===== config.mk =====
export PLATFORM = sky130hd
export DESIGN_NAME = spfla_ctrl
export DESIGN_NICKNAME = d
export VERILOG_FILES = /design/src/rtl/spfla_pkg.sv /design/src/rtl/spfla_ctrl.sv
export VERILOG_INCLUDE_DIRS = /design/src /design/src/rtl
export SDC_FILE = /design/constraint.sdc
export NUM_CORES = 1
export LEC_CHECK = 0
export BUFFER_PORTS_ARGS = -buffer_cell sky130_fd_sc_hd__buf_2
export CORE_AREA = 2 2 39 41
export DETAILED_ROUTE_END_ITERATION = 12
export DIE_AREA = 0 0 41 43
export SLEW_MARGIN = 10
export SYNTH_ARGS = -nofsm -noshare
export SYNTH_HDL_FRONTEND = slang
export SYNTH_SLANG_ARGS = --single-unit

===== constraint.sdc =====
create_clock -name clk -period 1.7 [get_ports clk]
set_input_delay 0.17 -clock clk [delete_from_list [all_inputs] [get_ports clk]]
set_output_delay 0.17 -clock clk [all_outputs]
set_load 0.1 [all_outputs]

===== src/rtl/slot_pool_free_list_allocator_unit_assert.svh =====
// Assertion macros used by the allocator controller.
// Each macro expects signals named clk and rst in the enclosing module.
`ifndef SLOT_POOL_FREE_LIST_ALLOCATOR_UNIT_ASSERT_SVH
`define SLOT_POOL_FREE_LIST_ALLOCATOR_UNIT_ASSERT_SVH

// The consequent must hold in the same cycle as the antecedent.
`define SPFLA_ASSERT_SAME(label, ante, cons, msg) \
  label: assert property (@(posedge clk) disable iff (rst) (ante) |-> (cons)) \
    else $error(msg);

// The consequent must hold in the cycle after the antecedent.
`define SPFLA_ASSERT_NEXT(label, ante, cons, msg) \
  label: assert property (@(posedge clk) disable iff (rst) (ante) |=> (cons)) \
    else $error(msg);

`endif


===== src/rtl/spfla_pkg.sv =====
package spfla_pkg;

  // Pool size; slot numbers are 10 bits, so the usable pool is capped at 1024.
  localparam int POOL_SLOTS = 1024;
  localparam int SLOT_W     = 10;
  localparam int SLOT_SPACE = 1 << SLOT_W;
  localparam int SLOT_LIMIT = (POOL_SLOTS < SLOT_SPACE) ? POOL_SLOTS : SLOT_SPACE;
  localparam int MARK_W     = SLOT_W + 1;
  localparam int LINK_W     = SLOT_W + 1;
  localparam int STATUS_W   = 2;
  localparam int REQ_W      = 2;

  // Request codes.
  localparam logic [REQ_W-1:0] REQ_ALLOC = 2'd0;
  localparam logic [REQ_W-1:0] REQ_FREE  = 2'd1;
  localparam logic [REQ_W-1:0] REQ_RESET = 2'd2;

  // Status codes.
  localparam logic [STATUS_W-1:0] ST_OK    = 2'd0;
  localparam logic [STATUS_W-1:0] ST_FULL  = 2'd1;
  localparam logic [STATUS_W-1:0] ST_RANGE = 2'd2;

  // Controller to datapath commands.
  typedef struct packed {
    logic take;  // a request beat is accepted this cycle
    logic pop;   // finish a free-list pop with the link read data
  } spfla_cmd_t;

  // Datapath to controller status.
  typedef struct packed {
    logic pop_needed;  // the waiting request is an allocate from the free list
  } spfla_stat_t;

endpackage


===== src/rtl/spfla_ctrl.sv =====
`include "slot_pool_free_list_allocator_unit_assert.svh"

module spfla_ctrl (
  input  logic                   clk,
  input  logic                   rst,
  input  logic                   req_valid,
  output logic                   req_ready,
  output logic                   rsp_valid,
  input  logic                   rsp_ready,
  input  spfla_pkg::spfla_stat_t stat,
  output spfla_pkg::spfla_cmd_t  cmd
);

  typedef enum logic {
    S_IDLE,
    S_POP
  } state_t;

  state_t state;
  logic   out_valid;

  // A new beat is taken only when the result register is free by the next edge.
  assign req_ready = (state == S_IDLE) && (!out_valid || rsp_ready);
  assign cmd.take  = req_valid && req_ready;
  assign cmd.pop   = (state == S_POP);
  assign rsp_valid = out_valid;

  always_ff @(posedge clk) begin
    if (rst) begin
      state     <= S_IDLE;
      out_valid <= 1'b0;
    end else begin
      case (state)
        S_IDLE: begin
          if (cmd.take) begin
            if (stat.pop_needed) begin
              state     <= S_POP;
              out_valid <= 1'b0;
            end else begin
              out_valid <= 1'b1;
            end
          end else if (rsp_ready) begin
            out_valid <= 1'b0;
          end
        end
        S_POP: begin
          state     <= S_IDLE;
          out_valid <= 1'b1;
        end
        default: begin
          state     <= S_IDLE;
          out_valid <= 1'b0;
        end
      endcase
    end
  end

  `SPFLA_ASSERT_SAME(a_no_take_in_pop, state == S_POP, !req_ready && !out_valid,
                     "request taken or result shown while a pop is in flight")
  `SPFLA_ASSERT_NEXT(a_pop_follows, cmd.take && stat.pop_needed,
                     state == S_POP && !out_valid, "free-list pop did not start")
  `SPFLA_ASSERT_NEXT(a_direct_result, cmd.take && !stat.pop_needed,
                     out_valid && state == S_IDLE, "direct result not presented")
  `SPFLA_ASSERT_NEXT(a_result_held, out_valid && !rsp_ready, out_valid,
                     "stalled result was dropped")

endmodule


==> results.md, run 1 <==
* CP endpoint kind: output pin
* Min-delay worst type: in -> reg
* Hold_buf cts at 0
* Core Box Area at between 1000 and 1500 um2
* H-tree levels at 1
* Initial DRC count at 2
* First-pass iteration count of the detailed router at 3
* Period utilization at approximately four fifths
* Area Growth Syn to Fin at 73.8%
* Synth Cell Area at roughly 110 um2
* RR Endpoint: state$_SDFF_PP0_
* Cts bufs inserted at 3
* CP Class: reg -> out
* Most common cell after layout, fill and taps aside: buf_2
* Post_cts resized at 0
* Port buffer count at 8
* Post-synth cell types at 10
* Gr usage total at 5.11%
* Crit path time final at 1.39 ns
* Ys Warns at 0
* Clock latency at the later pin of the worst-skew pair at 0.22 ns
* Dpl hpwl at approximately 200 um
* Syn Area/Cell at 9.55 um2
* Hold Crit Depth at 2
* Max FO, Critical Path at 4
* Count of final hold-check violations at 0
* Initial antenna violation count at 0
* Worst-path clk slew at around 0.03 ns
* CTS max path bufs at 2
* Sequential share of the synthesized area at 38.1%
* RSZ-0062 raised after global routing: false
* Fin nets at 28
* Vias in the first global route at around 120
* GP Congestion at 0.559
* Syn nets at 16
* Drt wl/cell at between 7 and 8 um
* Peak VDD IR at slightly above 0.3 mV
* Setup crit start kind: register
* Total wire length at between 200 and 300 um
* Die area at about 1800 um2
* First-pass GRT wire length at between 500 and 600 um
* Max-slew headroom at between 60% and 70%
* Gr ovfl total at 0
* TritonCTS clock tree: yes
* Status: complete, no violations
* Initial core utilization at under 10%
* Pwr Density at 1240 nW/um2
* Max Clk Rate at 718 MHz
* Diodes inserted at 0
* CTS Sinks at 2
* Largest net degree at the start of global routing at 5
* Die H at between 40 and 50 um
* Final routed DRC violation total at 0
* Row Count at 14
* Final Skew at roughly 0.0016 ns
* # Post-CTS Setup Buffers at 0
* Post-synthesis cell count at 11
* Reg2Reg Depth at 2
* Via count at about 110
* CP Data Required Time at between 1.5 and 2 ns
* Setup ws final at 0.308 ns
* Pins Over Slew Limit at 0
* Vias per std cell at between 2 and 3
* Setup WS pre-CTS at roughly 0.54 ns
* Hold_sp: rst
* Worst Max-Slew Pin Slew at ~0.5 ns
* Pleak at about 0.088 nW
* Fill count at approximately 150
* Worst Hold Endpoint: rsp_valid$_SDFFE_PP0P_
* Layout cells sized above 1 at around two thirds
* Max-Cap Viols at 0
* Root Buffer: clkbuf_4
* Most frequent cells in the layout: buf_2, clkbuf_4, dfxtp_1
* #FFs+latches synth at 2
* TNS Setup at 0 ns
* Reg2reg setup slack at about 0.96 ns
* Post-DRT Antenna Nets at 0
* Worst r2r src: rsp_valid$_SDFFE_PP0P_
* CP Launch Point: rsp_valid$_SDFFE_PP0P_
* Final setup viols at 0
* Crit path DAT at 1.22 ns
* Io pins at 9
* Die width at a little over 40 um
==> through the flow <==
| step | utilization, % | hold slack, ns | instances | area, um2 | total power [mW] |
|---|---|---|---|---|---|
| final | 13.2 | 0.118 | 37 | 183 | 0.226 |
| after global routing | 13.2 | 0.120 | 37 | 183 | 0.249 |
| after global placement | 11.6 | 0.347 | 34 | 160 | 0.122 |
| after detailed placement | 11.6 | 0.349 | 34 | 160 | 0.123 |
| after floorplan | - | 0.239 | 11 | 108 | 0.112 |
| after CTS | 13.2 | 0.108 | 37 | 183 | 0.235 |
==> cell families (layout without fill, tap and decap cells) <==
kind of cell    Yosys count  count (layout)  synth area share (%)
buf+inv                   2              12                  10.7
simple gates              6               6                  45.3
compound gates            1               1                  5.96
flops                     2               2                  38.1
==> critical path, stage by stage (launching register included) <==
cell	delay [ns]
dfxtp_1	0.33
nand2b_4	0.09
and3_2	0.17
buf_2	0.41
==> area by class of cell <==
cell class / instances / area (um2) / area share [%]
Tap cell: 16 / 20.0 / 11.0
Timing Repair Buffer: 8 / 40.0 / 21.9
Inverter: 1 / 3.75 / 2.05
Multi-Input combinational cell: 7 / 56.3 / 30.8
Sequential cell: 2 / 40.0 / 21.9
Clock buffer: 3 / 22.5 / 12.3
==> per-layer routing <==
metal / up-vias / share of wire, % / wire length (um) / track usage, %
met5: - / 0 / 0 / 0
met3: 0 / 19 / 51 / 4.71
met4: 0 / 0 / 0 / 6.00
met2: 9 / 25 / 65 / 4.69
li1: 57 / - / - / -
met1: 41 / 56 / 146 / 5.73
==> cell usage after synthesis <==
library cell	number	area, um2
a31oi_1	1	6.26
and2_1	1	6.26
and3_1	1	6.26
and4_1	1	8.76
buf_4	1	7.51
dfxtp_1	2	40.0
inv_1	1	3.75
nand2b_1	1	6.26
nand2b_4	1	13.8
nor2b_1	1	6.26
==> how the worst max path moves through the flow <==
stage	to	slack [ns]	depth (start not counted)
2_1_floorplan	cmd[1]	0.05	2
3_3_place_gp	cmd[1]	0.55	3
3_5_place_dp	cmd[1]	0.54	3
4_1_cts	cmd[1]	0.29	3
5_1_grt	cmd[1]	0.24	3
6_report	cmd[1]	0.31	3
==> flip-flops by register name, indices dropped and copies added (netlist names) <==
register / cells
rsp_valid: 1
state: 1
==> power breakdown <==
group | internal [mW] | switching, mW
sequential | 0.0501 | 0.00233
combinational | 0.0143 | 0.0555
clock | 0.0778 | 0.0264
Note: power is estimated with default switching activity, not from simulation.
==> run 2: changes to the inputs <==
- clock period: 1.7 -> 1.2 ns (I/O delays scaled with it)
==> run 2 against run 1 <==
Design area increased by 31%. Die area unchanged. Clock-buffer cell count increased by 1. Clock skew increased by 0.0032 ns. Sequential power increased by 43%. Non-clock buffer count unchanged. Sequential cell count unchanged. Cell count increased by 2.7%. Critical endpoint is now req_ready. Largest cell class is now non-clock buffers.
==> results.md, run 2 (synthesized netlist as in run 1, its figures left out) <==
* Pins Over Slew Limit at 0 (unchanged)
* Post-DRT Antenna Nets at 0 (unchanged)
* TNS Setup at 0 ns (unchanged)
* Pwr Density at 1560 nW/um2 (+26%)
* Drt wl/cell at 7.18 um (+1.5%)
* Gr usage total at 4.62% (-0.49 points)
* Core Box Area at 1380 um2 (unchanged)
* Port buffer count at 8 (unchanged)
* Reg area at 43.8 um2 (+9.4%)
* Period utilization at 95.8%
* Area Growth Syn to Fin at 127%
* Hold_ws at 0.0555 ns (-0.0627 ns)
* Final routed DRC violation total at 0 (unchanged)
* RSZ-0062 raised after global routing: false
* Critical-path cell list: nand2b_4 > and2_2 > buf_12
* Met1 Use GR at 7.07% (+1.3 points)
* Setup ws final at 0.0499 ns (-0.258 ns)
* Setup WS pre-CTS at 0.275 ns (-0.262 ns)
* Setup crit start kind: register
* CP endpoint kind: output pin
* Crit path max-delay family: flip-flops
* Worst Max-Slew Pin Slew at 0.483 ns (-0.00448 ns)
* Max Clk Rate at roughly 870 MHz
* Vias in the first global route at 124 (unchanged)
* Crit path DAT at 1.03 ns (-0.19 ns)
* Max-slew headroom at 68.0% (+0.30 points)
* CP Data Required Time at 1.08 ns (-0.45 ns)
* Max FO, Critical Path at 4 (unchanged)
* CTS Sinks at 2 (unchanged)
* Die H at 43 um (unchanged)
* Most frequent cells in the layout: buf_2, clkbuf_4, buf_12
* Die area at 1760 um2 (unchanged)
* Root Buffer: clkbuf_4
* Max-Cap Viols at 0 (unchanged)
* Fin nets at 28 (unchanged)
* Multi-input logic area at 60.1 um2 (+6.7%)
* Peak VDD IR at 0.307 mV (-1.0%)
* Largest net degree at the start of global routing at 5 (unchanged)
* Fill count at 154 (unchanged)
* Min-delay worst type: in -> reg
* Status: complete, no violations
* Layout cells sized above 1 at 68.2% (+1.5 points)
* Grt peak-use layer: met1
* First-pass iteration count of the detailed router at 2 (-1)
* Final Skew at 0.00485 ns (+0.00324 ns)
* # Post-CTS Setup Buffers at 0 (unchanged)
* Diodes inserted at 0 (unchanged)
* Cts bufs inserted at 3 (unchanged)
* H-tree levels at 1 (unchanged)
* Via count at 112 (+4.7%)
* Row Count at 14 (unchanged)
* First-pass GRT wire length at 469 um (-6.8%)
* Die width at 41 um (unchanged)
* Crit path time final at roughly 1.2 ns
* Largest stage delay on the critical path at 0.36 ns (-0.05 ns)
* Initial antenna violation count at 0 (unchanged)
* Post_cts resized at 0 (unchanged)
* Vias per std cell at 2.95 (+1.9%)
* Initial DRC count at 4 (+2)
* Met3 Usage GRT at 3.14% (-1.6 points)
* Met2 usage at 2.81% (-1.9 points)
* Clock latency at the later pin of the worst-skew pair at 0.23 ns (about the same)
* Layout Utilization at 17.3% (+4.1 points)
* WP buf/inv at 1 (unchanged)
* GP Congestion at 0.597 (+6.9%)
* Gr ovfl total at 0 (unchanged)
* Io pins at 9 (unchanged)
* Pleak at 0.105 nW (+20%)
* TritonCTS clock tree: yes
* Count of final hold-check violations at 0 (unchanged)
* Total wire length at 273 um (+4.2%)
* CTS max path bufs at 2 (unchanged)
* Worst-path clk slew at 0.03 ns (about the same)
* Hold_buf cts at 0 (unchanged)
* CP Class: reg -> out
* Slowest cell on the critical path: dfxtp_4
* Most common cell after layout, fill and taps aside: buf_2
* Initial core utilization at 7.59% (unchanged)
* Final setup viols at 0 (unchanged)
-- run 2: cell types whose count changed in the layout (fill, tap and decap cells not counted), sizes merged --
cell    change
clkbuf      +1
-- run 2: power breakdown --
part	switching (mW)	leakage [nW]	internal, mW
combinational	0.0823	0.0733	0.0465
sequential	0.00437	0.0171	0.0705
clock	0.0448	0.0150	0.124
-- run 2: stage by stage --
step | instances | power [mW] | instance area [um2]
floorplan | 11 | 0.158 | 111
global placement | 34 | 0.203 | 209
detailed placement | 34 | 0.203 | 209
CTS | 38 | 0.383 | 235
global route | 38 | 0.400 | 239
finish | 38 | 0.372 | 239
-- run 2: layout make-up --
type,count,area share (%)
inverters,1,1.57
well taps,16,8.38
multi-input cells,7,25.1
repair buffers,8,35.6
flip-flops and latches,2,18.3
clock buffers,4,11.0
-- run 2: routing by layer --
layer	part of all wire [%]	wire length [um]
met5	0	0
met2	34	93
met3	14	39
met4	0	0
met1	52	141
-- run 2: worst paths after layout --
kind                                              from                      to  slack, ns  cells after the start
worst max-delay path            rsp_valid$_SDFFE_PP0P_               req_ready       0.05                      3
worst min-delay path                               rst  rsp_valid$_SDFFE_PP0P_       0.06                      2
worst max register to register  rsp_valid$_SDFFE_PP0P_        state$_SDFF_PP0_       0.48                      2
worst min register to register        state$_SDFF_PP0_  rsp_valid$_SDFFE_PP0P_       0.51                      2
-- run 2: worst register-to-register path: stages (launching register included) --
cell and delay (ns):
dfxtp_4 0.36, nand2b_4 0.06, and4_1 0.18
==> run 3: changes to the inputs <==
- ABC_AREA: unset -> 1
==> run 3 against run 2 <==
First-iteration DRC count is 50% lower. Combinational power up 7%. Power is 3.0% higher. Design area grew 11%. Global-route usage is 0.12 points lower. Sequential share of layout area decreased by 1.8 points. Largest cell class unchanged. Critical endpoint unchanged. Die area unchanged. Routed wire length fell by 5.1%. Hold slack better by 0.073 ns. Core utilization rose by 1.9 points. Sequential cell count unchanged.
==> results.md, run 3 <==
* Status: complete, no violations
* Simple-Gate Fraction of Synth Area at 36.6% (-8.7 points)
* CTS Sinks at 2 (unchanged)
* Gr ovfl total at 0 (unchanged)
* Design area at 265 um2 (+11%)
* CTS max path bufs at 2 (unchanged)
* Area Growth Syn to Fin at 128%
* Period utilization at 93.8% (-2.0 points)
* Max-Cap Viols at 0 (unchanged)
* Vias per std cell at 2.76 (-6.5%)
* Clock power share at 44.5% (-0.8 points)
* Post_cts resized at 0 (unchanged)
* Total wire length at 259 um (-5.1%)
* CP Data Required Time at 1.08 ns (about the same)
* H-tree levels at 1 (unchanged)
* CP endpoint kind: output pin
* Vias in the first global route at 133 (+7.3%)
* Worst-path clk slew at 0.04 ns (about the same)
* Worst Max-Slew Pin Slew at 0.486 ns (+0.00230 ns)
* Io pins at 9 (unchanged)
* Final routed DRC violation total at 0 (unchanged)
* Peak VDD IR at 0.265 mV (-14%)
* Placed insts at 41 (+21%)
* First-pass iteration count of the detailed router at 2 (unchanged)
* Die H at 43 um (unchanged)
* Initial core utilization at 8.41% (+0.81 points)
* #FFs+latches synth at 2 (unchanged)
* Core Box Area at 1380 um2 (unchanged)
* Synth area leaders: dfxtp_1, inv_1, nand2_2
* Top-area cell type share of the netlist area at 34.4% (-3.7 points)
* Max-slew headroom at 67.8% (-0.15 points)
* Fin cells at 45 (+18%)
* Post-synth cell types at 8 (-2)
* Layout cells sized above 1 at 58.6% (-9.6 points)
* Fin nets at 35 (+25%)
* Row Count at 14 (unchanged)
* Syn Area/Cell at 6.46 um2 (-32%)
* Post-DRT Antenna Nets at 0 (unchanged)
* Number of flops mapped to enable cells by yosys at 0 (unchanged)
* Pleak at 0.143 nW (+35%)
* Initial DRC count at 2 (-2)
* Sequential share of power at 19.4% (-0.7 points)
* Most frequent cells in the layout: inv_1, buf_2, nand2_1, clkbuf_4, buf_12
* Largest net degree at the start of global routing at 4 (-1)
* Top-count cell post-synth: inv_1
* Clock latency at the later pin of the worst-skew pair at 0.23 ns (about the same)
* Fill count at 158 (+2.6%)
* Switch share at 37.4% (+2.1 points)
* Grt peak-use layer: met4
* Sw power at 0.144 mW (+9.2%)
* Hold_buf cts at 0 (unchanged)
* Largest family of logic cells by synthesized area: simple AND/OR/NAND/NOR gates
* Ys Warns at 0 (unchanged)
* Root Buffer: clkbuf_4
* Int Power at 0.240 mW (-0.35%)
* Met3 Usage GRT at 1.57% (-1.6 points)
* Crit path DAT at 1.01 ns (-0.02 ns)
* Gr usage total at 4.50% (-0.12 points)
* Die area at 1760 um2 (unchanged)
* Max FO, Critical Path at 3 (-1)
* Adder and majority cell fraction of the synthesized area at 0% (unchanged)
* Post-synth top cells: inv_1, nand2_1, dfxtp_1, nand2_2
* Crit path time final at 1.13 ns (-0.0242 ns)
* Most common cell after layout, fill and taps aside: inv_1
* Die width at 41 um (unchanged)
* Met2 usage at 5.00% (+2.2 points)
* GP Congestion at 0.620 (+3.9%)
* Logic pwr share at 36.0% (+1.4 points)
* Async S/R FF share, synth at 0% (unchanged)
* Diodes inserted at 0 (unchanged)
* First-pass GRT wire length at 434 um (-7.5%)
* TNS Setup at 0 ns (unchanged)
* Post-synthesis cell count at 18 (+7)
* Count of final hold-check violations at 0 (unchanged)
* Top FF cell, synth: dfxtp_1
* Placed Area at 239 um2 (+14%)
* Setup crit start kind: register
* Cts bufs inserted at 3 (unchanged)
* Pwr Density at 1450 nW/um2 (-7.2%)
* Initial antenna violation count at 0 (unchanged)
* Sequential share of the synthesized area at 34.4% (-3.7 points)
* Post-Synth XOR/XNOR Area at 0% (unchanged)
* Max Clk Rate at 888 MHz (+2.2%)
* Synth Cell Area at 116 um2 (+11%)
* Yosys top cell by area: dfxtp_1
* Final setup viols at 0 (unchanged)
* Via count at 124 (+11%)
* Compound-Gate Fraction of Synth Area at 0% (-6.0 points)
* CP Class: reg -> out
* Syn nets at 23 (+7)
* Met1 Use GR at 3.49% (-3.6 points)
* TritonCTS clock tree: yes
* Min-delay worst type: in -> reg
* Pins Over Slew Limit at 0 (unchanged)
* RSZ-0062 raised after global routing: false
* Final Skew at 0.00447 ns (-0.000382 ns)
* Drt wl/cell at 5.76 um (-20%)
* Dpl hpwl at about 210 um
* Mux contribution to synthesized area at 0% (unchanged)
* # Post-CTS Setup Buffers at 0 (unchanged)
* Final Power at 0.384 mW (+3.0%)
* Port buffer count at 8 (unchanged)
==> run 3: stage by stage <==
| step | util (%) | setup WS (ns) | hold slack, ns |
|---|---|---|---|
| 2_1_floorplan | - | -0.0379 | 0.263 |
| 4_1_cts | 19.2 | 0.0550 | 0.125 |
| 3_5_place_dp | 17.3 | 0.309 | 0.373 |
| 5_1_grt | 19.2 | 0.0273 | 0.155 |
| 6_report | 19.2 | 0.0741 | 0.128 |
| 3_3_place_gp | 17.3 | 0.311 | 0.360 |
==> run 3: worst max-delay path, stage by stage (launching register included) <==
cell        delay, ns
dfxtp_4          0.36
nand2_4          0.06
nand2_4          0.09
clkinvlp_4       0.10
buf_12           0.17
==> run 3: area by class of cell <==
| cell class | count | area, um2 | area share (%) |
|---|---|---|---|
| Clock buffer | 4 | 26.3 | 9.91 |
| Inverter | 7 | 30.0 | 11.3 |
| Multi-Input combinational cell | 8 | 60.1 | 22.6 |
| Sequential cell | 2 | 43.8 | 16.5 |
| Tap cell | 16 | 20.0 | 7.55 |
| Timing Repair Buffer | 8 | 85.1 | 32.1 |
==> run 3: power groups by stage <==
stage          combinational, mW  sequential [mW]  clock [mW]
3_5_place_dp               0.139           0.0757           0
2_1_floorplan             0.0785           0.0919           0
5_1_grt                    0.145           0.0748       0.188
4_1_cts                    0.139           0.0747       0.182
6_report                   0.138           0.0746       0.171
3_3_place_gp               0.138           0.0756           0
==> run 3: cells by family (layout without fill, tap and decap cells) <==
family / after synthesis / count (layout)
DFF: 2 / 2
and+or+nand+nor: 8 / 8
buffers and inverters: 8 / 19
==> run 3: worst paths after layout <==
check	startpoint	endpoint	slack, ns	cells after the start
hold reg to reg	state$_SDFF_PP0_	rsp_valid$_SDFFE_PP0P_	0.57	4
setup / recovery	rsp_valid$_SDFFE_PP0P_	req_ready	0.07	4
hold / removal	rst	rsp_valid$_SDFFE_PP0P_	0.13	4
setup reg to reg	rsp_valid$_SDFFE_PP0P_	rsp_valid$_SDFFE_PP0P_	0.52	4
==> run 3: per-layer routing <==
metal  vias to the layer above  share of wire, %
li1                         69                 -
met1                        50                31
met2                         5                61
met3                         0               7.7
met4                         0                 0
met5                         -                 0
